$ cat src/hw/rtl/fp16_rti_pkg.sv
// ----------------------------------------------------------------------------
// fp16_rti_pkg: shared constants and types for binary16 round-to-integral
// Field layout, rounding mode codes and the handoff struct between stages.
// ----------------------------------------------------------------------------
`timescale 1ns / 1ps
`default_nettype none

package fp16_rti_pkg;

  localparam int unsigned DataWidth = 16;
  localparam int unsigned ExpWidth  = 5;
  localparam int unsigned FracWidth = 10;

  localparam logic [ExpWidth-1:0]  ExpMax  = 5'd31;
  localparam logic [ExpWidth-1:0]  ExpBias = 5'd15;
  localparam logic [DataWidth-1:0] SignBit = 16'h8000;
  localparam logic [DataWidth-1:0] OneBits = 16'h3C00;

  typedef enum logic [1:0] {
    OpCeil  = 2'd0,
    OpFloor = 2'd1,
    OpNear  = 2'd2,
    OpTrunc = 2'd3
  } round_op_e;

  // Registered operand beat handed to the rounding datapath
  typedef struct packed {
    logic                 valid;
    logic [DataWidth-1:0] bits;
    round_op_e            op;
  } operand_beat_t;

endpackage

`default_nettype wire

$ cat src/hw/rtl/fp16_rti_round.sv
// ----------------------------------------------------------------------------
// fp16_rti_round: combinational round-to-integral datapath
// Clears fraction bits below the binary point and steps toward the mode.
// ----------------------------------------------------------------------------
`timescale 1ns / 1ps
`default_nettype none

module fp16_rti_round (
  input  wire logic [fp16_rti_pkg::DataWidth-1:0] x_i,
  input  wire fp16_rti_pkg::round_op_e            op_i,
  output logic      [fp16_rti_pkg::DataWidth-1:0] y_o
);

  logic        sign;
  logic [4:0]  bexp;
  logic [9:0]  frac;
  logic [3:0]  fb;
  logic [11:0] unit;
  logic [11:0] mask;
  logic [11:0] m;
  logic [11:0] rem;
  logic [11:0] ip;
  logic [11:0] ip_up;
  logic        up;
  logic [4:0]  exp_out;
  logic [9:0]  frac_out;
  logic [15:0] small_res;

  assign sign = x_i[15];
  assign bexp = x_i[14:10];
  assign frac = x_i[9:0];

  // Work out the clear mask for magnitudes of one and above
  assign fb    = 4'd10 - 4'(bexp - fp16_rti_pkg::ExpBias);
  assign unit  = 12'd1 << fb;
  assign mask  = unit - 12'd1;
  assign m     = {2'b01, frac};
  assign rem   = m & mask;
  assign ip    = m & ~mask;

  // Decide the step toward the mode
  always_comb begin
    up = 1'b0;
    if (rem != 12'd0) begin
      case (op_i)
        fp16_rti_pkg::OpCeil:  up = ~sign;
        fp16_rti_pkg::OpFloor: up = sign;
        fp16_rti_pkg::OpNear:  up = (rem > (unit >> 1)) ||
                                    ((rem == (unit >> 1)) && ((ip & unit) != 12'd0));
        default:               up = 1'b0;
      endcase
    end
  end

  // Add the step and renormalize on carry out
  always_comb begin
    ip_up = up ? (ip + unit) : ip;
    if (ip_up[11]) begin
      exp_out  = bexp + 5'd1;
      frac_out = ip_up[10:1];
    end else begin
      exp_out  = bexp;
      frac_out = ip_up[9:0];
    end
  end

  // Resolve magnitudes below one
  always_comb begin
    case (op_i)
      fp16_rti_pkg::OpCeil:  small_res = sign ? fp16_rti_pkg::SignBit : fp16_rti_pkg::OneBits;
      fp16_rti_pkg::OpFloor: small_res = sign ? (fp16_rti_pkg::SignBit | fp16_rti_pkg::OneBits)
                                              : 16'h0000;
      fp16_rti_pkg::OpNear:  small_res = (bexp >= (fp16_rti_pkg::ExpBias - 5'd1))
                                         ? {sign, fp16_rti_pkg::OneBits[14:0]} : 16'h0000;
      default:               small_res = {sign, 15'd0};
    endcase
  end

  // Select pass-through, small or stepped result
  always_comb begin
    if (bexp == fp16_rti_pkg::ExpMax || (bexp == 5'd0 && frac == 10'd0) ||
        bexp >= (fp16_rti_pkg::ExpBias + 5'd10)) begin
      y_o = x_i;
    end else if (bexp < fp16_rti_pkg::ExpBias) begin
      y_o = small_res;
    end else begin
      y_o = {sign, exp_out, frac_out};
    end
  end

endmodule

`default_nettype wire

$ cat src/hw/rtl/fp16_round_to_integral_core.sv
// start passes through the input register's valid bit into done_q, which drives done_o;
// the result register loads on the same edge, so the beat is held while done_o is high.
// Throughput: one operand per cycle; busy is held low, start is never refused.
// Input register and result register sit around one combinational rounding stage.
// Reset clears the valid bits of both registers; the receiver cannot stall.
// ----------------------------------------------------------------------------
// fp16_round_to_integral_core: binary16 round-to-integral, top level
// Registers the operand, rounds it, and strobes the registered result.
// ----------------------------------------------------------------------------
`timescale 1ns / 1ps
`default_nettype none

module fp16_round_to_integral_core (
  input  wire logic        clk_i,
  input  wire logic        rst_ni,
  input  wire logic        start,
  output logic             busy,
  input  wire logic [15:0] operand_bits_i,
  input  wire logic [1:0]  operation_i,
  output logic             done_o,
  output logic [15:0]      rounded_bits_o
);

  fp16_rti_pkg::operand_beat_t in_q;
  logic                        done_q;
  logic [15:0]                 res_q;
  logic [15:0]                 res_d;

  assign busy = 1'b0;

  // Capture an operand beat on every start
  always_ff @(posedge clk_i or negedge rst_ni) begin
    if (!rst_ni) begin
      in_q.valid <= 1'b0;
      in_q.bits  <= '0;
      in_q.op    <= fp16_rti_pkg::OpCeil;
    end else begin
      in_q.valid <= start;
      if (start) begin
        in_q.bits <= operand_bits_i;
        in_q.op   <= fp16_rti_pkg::round_op_e'(operation_i);
      end
    end
  end

  fp16_rti_round u_round (
    .x_i  (in_q.bits),
    .op_i (in_q.op),
    .y_o  (res_d)
  );

  // Hold the result beat for one strobe cycle
  always_ff @(posedge clk_i or negedge rst_ni) begin
    if (!rst_ni) begin
      done_q <= 1'b0;
    end else begin
      done_q <= in_q.valid;
    end
  end

  always_ff @(posedge clk_i) begin
    if (in_q.valid) begin
      res_q <= res_d;
    end
  end

  assign done_o         = done_q;
  assign rounded_bits_o = res_q;

endmodule

`default_nettype wire

$ cat config.mk
export PLATFORM = sky130hd
export DESIGN_NAME = fp16_round_to_integral_core
export DESIGN_NICKNAME = d
export VERILOG_FILES = /design/src/hw/rtl/fp16_rti_pkg.sv /design/src/hw/rtl/fp16_rti_round.sv /design/src/hw/rtl/fp16_round_to_integral_core.sv
export SDC_FILE = /design/constraint.sdc
export NUM_CORES = 1
export LEC_CHECK = 0
export BUFFER_PORTS_ARGS = -buffer_cell sky130_fd_sc_hd__buf_2
export CAP_MARGIN = 20
export CELL_PAD_IN_SITES_DETAIL_PLACEMENT = 0
export CELL_PAD_IN_SITES_GLOBAL_PLACEMENT = 1
export CORE_MARGIN = 2
export CORE_UTILIZATION = 45
export CTS_CLUSTER_DIAMETER = 30
export CTS_CLUSTER_SIZE = 25
export DETAILED_ROUTE_END_ITERATION = 12
export HOLD_SLACK_MARGIN = 0.1
export PLACE_DENSITY = 0.92
export SLEW_MARGIN = 20
export SYNTH_ARGS = -nofsm -noshare
export SYNTH_HDL_FRONTEND = slang
export SYNTH_SLANG_ARGS = --single-unit
$ cat constraint.sdc
create_clock -name clk_i -period 5.8 [get_ports clk_i]
set_input_delay 1.16 -clock clk_i [delete_from_list [all_inputs] [get_ports clk_i]]
set_output_delay 1.16 -clock clk_i [all_outputs]
set_load 0.1 [all_outputs]
==> reports/qor.yml, run 1 <==
multi_input_area_mm2: 0.00218
htreeDepth: 2
drt-wirelength-per-cell_um: 17.4
power_uw: 1050
drt_iter0_drc: 324
core_mm2: 0.00729
worstHoldPathType: "flop to flop"
synth_top_area_cell: "dfrtp_1"
grt_pass1_wl_mm: 14.9
final_util: 0.509
crit_type: "flop to flop"
grt_pass1_vias: 2799
drive_above_1_share: 0.171
cts_setup_buffers: 0
via_per_inst: 5.96
ys_types: 71
cp.required_ns: 5.85
p_per_area_mw_per_mm2: 282
synth_seq_area_share: 0.288
rows: 31
dpl_cell_area_mm2: 0.00363
clock_latency_ns: 0.29
synth-edff-count: 16
clock_skew_ns: 0.00761
num_vias: 3130
crit_fanout: 19
grt_max_degree: 31
fillCellCount: 727
ctsResizeCount: 0
setup_violations: 0
antenna_found_initial: 0
max_cap_violations: 0
tritoncts: "done"
cp-start-kind: "flop"
die_area_mm2: 0.00827
synthCells: 398
cts_made_buffers: 5
fin_crit_ns: 5.33
regArea_um2: 981
status: "completed"
cts_hold_buf: 0
hold_viol: 0
post-synth-top-area-fraction: 0.147
rsz0062_at_grt: "false"
syn_avg_cell_area_um2: 8.55
whs_ns: 0.555
die_width_um: 91.0
ir_drop_mv: 0.140
final_area_mm2: 0.00371
tightest_slew_ns: 0.837
place_congestion: 1.03
ys_seq_elements: 36
synthArstFlopShare: 0.556
drc: 0
timing.rr.start: "in_q[13]"
ant_nets: 0
antenna_cells: 0
setup_tns_ns: 0
drv_slew: 0
io_buffers: 37
dieHeight_um: 91.0
grt_use_total: 0.227
timing.final.crit_share: 0.920
first_pass_iters: 7
routed_wl_mm: 9.14
ios: 39
worst_setup_path_end_kind: "flop"
dpl.hpwl_mm: 7.22
synth_top_flop_cell: "dfrtp_1"
synth_area_leaders: "dfrtp_1 15%, edfxtp_1 14%, ha_1 9.9%"
max_slew_margin: 0.437
cts-root-buf: "clkbuf_8"
grt-ovfl-total: 0
clk_pin_slew_ns: 0.07
startpoint: "in_q[13]"
hp-start: "in_q[1]"
cts_sinks: 36
fin_nets: 473
area_growth_pct: 9.16
clock_path_buffers: 2
syn_nets: 446
p_leak_uw: 0.00165
arrival_ns: 5.38
syn_area_mm2: 0.00340
timing.fmax_mhz: 187
ys_warn_count: 0
start_util: 0.467
## layout make-up
class,count,area share
Multi-Input combinational cell,310,0.588
Clock inverter,1,0.00135
Inverter,28,0.0283
Sequential cell,36,0.264
Tap cell,99,0.0334
Clock buffer,7,0.0206
Timing Repair Buffer,44,0.0640
## synth_stat cells, types with 3 or more instances
cell / instances
mux2i_1: 8
o22ai_1: 4
a22o_1: 3
mux2_2: 8
a21o_1: 5
nor4_1: 5
dfrtp_1: 20
nor2b_1: 5
o211ai_1: 9
nor2_1: 28
nand3_1: 19
and3_1: 3
o21a_1: 3
buf_6: 4
buf_2: 3
nand4_1: 5
nor3_1: 4
clkbuf_1: 14
nor3b_1: 3
inv_1: 27
a21oi_1: 19
nand2_1: 49
a221oi_1: 3
o21ai_0: 19
a31oi_1: 7
ha_1: 27
or3_1: 3
xnor2_1: 11
a32o_1: 4
a211oi_1: 5
and2_1: 3
edfxtp_1: 16
## worst max-delay path, cell delays in order (launching register included)
cell,delay (ns)
dfrtp_1,0.47
inv_1,0.15
ha_1,0.35
xor2_2,0.57
nor2_4,0.04
nand2_1,0.11
ha_1,0.37
inv_1,0.24
a311oi_2,0.28
o22ai_1,0.17
ha_1,0.34
nand4_1,0.10
or2_2,0.29
o221ai_1,0.19
a31o_2,0.22
and2_4,0.30
and2_1,0.44
nand3_1,0.15
a32o_1,0.28
## path summary, 6_finish.rpt
path,depth (start not counted),to,slack [ns]
worst min register to register,1,in_q[1],0.56
worst max-delay path,18,rounded_bits_o[1],0.47
max in group asynchronous,1,done_o,4.68
worst min-delay path,1,in_q[1],0.56
worst max register to register,18,rounded_bits_o[1],0.47
min in group asynchronous,1,in_q[0],0.81
## stage by stage
step / cells / setup WS [ns]
6_report: 525 / 0.466
5_1_grt: 525 / 0.0306
2_1_floorplan: 398 / 1.08
4_1_cts: 525 / 0.532
3_5_place_dp: 517 / 0.559
3_3_place_gp: 517 / 0.658
## registers in the layout, indices dropped and copies added, names as in the netlist
name and flops:
in_q 19, rounded_bits_o 16, done_o 1
## power breakdown
part	switching (µW)	total [µW]	internal, µW
clock network	85.1	169	84.2
registers	31.3	330	298
logic	367	548	181
## cells by family (layout without fill, tap and decap cells)
family	Yosys count	count (layout)	share of synthesized area
AND/OR/NAND/NOR	141	141	0.212
AO/OA/AOI/OAI	109	109	0.230
buffers and inverters	52	80	0.0695
flip-flops	36	36	0.288
adder cells (fa/ha/maj)	27	27	0.0993
multiplexers	17	17	0.0533
XOR/XNOR	15	15	0.0463
other	1	1	0.00110
## routing by layer
layer | vias to the layer above | part of all wire | track usage
met1 | 1440 | 0.45 | 0.330
li1 | 1515 | - | -
met5 | - | 0 | 0
met2 | 160 | 0.44 | 0.331
met3 | 15 | 0.090 | 0.0523
met4 | 0 | 0.018 | 0.0770
## cells in the final DEF, fill, tap and decap left out, types with 8 or more instances in the layout
cell type   n
nand2_1    49
buf_2      37
nor2_1     28
inv_1      27
ha_1       27
dfrtp_1    20
nand3_1    19
o21ai_0    19
a21oi_1    19
edfxtp_1   16
xnor2_1    11
o211ai_1    9
mux2i_1     8
mux2_2      8
(Power assumes the default switching activity.)
==> run 2: changes to the inputs <==
Settings changed: CAP_MARGIN 20 to default, PLACE_DENSITY 0.92 to default, PLACE_DENSITY_LB_ADDON from default to 0.1.
==> reports/qor.yml, run 2 (synthesized netlist as in run 1, its figures left out) <==
status: "completed"
antenna_found_initial: 0
grt_util_met3: 0.0340
cpLargestDelayFamily: "simple AND/OR/NAND/NOR gates"
final_area_mm2: 0.00376
setup_violations: 0
via_per_inst: 6.02
grt-ovfl-total: 0
fin_crit_ns: 5.07
drt_iter0_drc: 200
dp.cells: 521
top_register: "in_q"
place_congestion: 0.990
dieHeight_um: 91.0
area_growth_pct: 10.6
ff2ff_setup_slack_ns: 0.73
timing.rr.start: "in_q[13]"
tightest_slew_ns: 0.715
p_per_area_mw_per_mm2: 287
max_slew_margin: 0.519
cts-root-buf: "clkbuf_8"
cp-start-kind: "flop"
critical_path_buf_inv_count: 3
fin_cells: 529
cts_made_buffers: 5
first_pass_iters: 5
met1_usage: 0.332
cts_setup_buffers: 0
ir_drop_mv: 0.161
setup_slack_ns: 0.728
num_vias: 3182
timing.fmax_mhz: 197
die_area_mm2: 0.00827
core_mm2: 0.00729
clock_skew_ns: 0.00563
rsz0062_at_grt: "false"
p_seq_frac: 0.306
drt-wirelength-per-cell_um: 18.0
p_leak_uw: 0.00168
die_width_um: 91.0
cpMaxStageDelayCell: "dfrtp_1"
drc: 0
largest_register_ffs: 19
swShare: 0.450
drive_above_1_share: 0.181
crit_type: "flop to flop"
dpl.hpwl_mm: 7.62
drv_slew: 0
hp-start: "in_q[1]"
fin_nets: 477
tritoncts: "done"
crit_fanout: 19
grt_max_degree: 31
grt_pass1_vias: 2900
cp.required_ns: 5.91
power.internal_uw: 593
worstHoldPathType: "flop to flop"
busiest_layer: "met2"
pwr-share-comb: 0.518
cts_hold_buf: 0
startpoint: "in_q[13]"
grt_use_total: 0.229
setup_tns_ns: 0
io_buffers: 37
final_common_cell: "nand2_1"
hold_viol: 0
worstPathCellList: "inv_1 -> ha_1 -> xor2_2 -> nor2_4 -> nand2_1 -> ha_1 -> inv_1 -> a311oi_2 -> o22ai_1 -> ha_1 -> nand4_1 -> or2_2 -> nor3_1 -> nand3_1 -> a31o_2 -> and2_4 -> nand2_1 -> buf_4 -> mux2_2 -> o22ai_1"
pwr-share-clk: 0.177
ant_nets: 0
clock_latency_ns: 0.28
ctsResizeCount: 0
clock_path_buffers: 2
worst_path_most_repeated_cell: "ha_1"
worst_setup_path_end_kind: "flop"
routed_wl_mm: 9.54
cts_sinks: 36
slowest_delay_ns: 0.47
antenna_cells: 0
htreeDepth: 2
dpl_cell_area_mm2: 0.00366
power_switching_uw: 486
ios: 39
grtUsageMet2: 0.361
timing.final.crit_share: 0.874
rows: 31
whs_ns: 0.563
arrival_ns: 5.18
clk_pin_slew_ns: 0.07
grt_pass1_wl_mm: 15.2
layout_common_cells: "49 x nand2_1, 37 x buf_2, 28 x nor2_1, 27 x inv_1, 27 x ha_1"
max_cap_violations: 0
dp_worst_setup_slack_ns: 0.850
start_util: 0.467
[run 2: changes by cell type in the layout (fill, tap and decap cells not counted)]
cell	previous run	this run
clkinv_2	1	0
buf_4	7	11
clkbuf_1	2	1
clkbuf_8	5	7
[run 2: area by class of cell]
type | instances | area [µm²]
Tap cell | 99 | 124
Inverter | 28 | 105
Multi-Input combinational cell | 310 | 2180
Clock buffer | 8 | 100
Timing Repair Buffer | 48 | 268
Sequential cell | 36 | 981
Fill cell | 730 | 3530
[run 2: per-stage QoR]
stage / power (µW) / util
after CTS: 1080 / 0.516
after global placement: 885 / 0.502
after global routing: 1140 / 0.516
after floorplan: 767 / -
after detailed placement: 882 / 0.502
final: 1080 / 0.516
[run 2: metal layers]
| layer | up-vias | part of all wire |
|---|---|---|
| met5 | - | 0 |
| met4 | 0 | 0.012 |
| met3 | 12 | 0.073 |
| met2 | 150 | 0.45 |
| met1 | 1496 | 0.46 |
| li1 | 1524 | - |
[run 2: path summary, 6_finish.rpt]
path | to | cells after the start
max in group asynchronous | in_q[11] | 1
max reg2reg | rounded_bits_o[4] | 20
min | in_q[1] | 1
min reg2reg | in_q[1] | 1
min in group asynchronous | in_q[18] | 1
max | rounded_bits_o[4] | 20
[run 2: power by group through the flow]
stage / Combinational [µW] / Clock [µW] / Sequential [µW]
global placement: 551 / 0 / 334
global route: 602 / 206 / 333
finish: 559 / 191 / 330
detailed placement: 548 / 0 / 334
floorplan: 344 / 0 / 422
CTS: 551 / 195 / 329
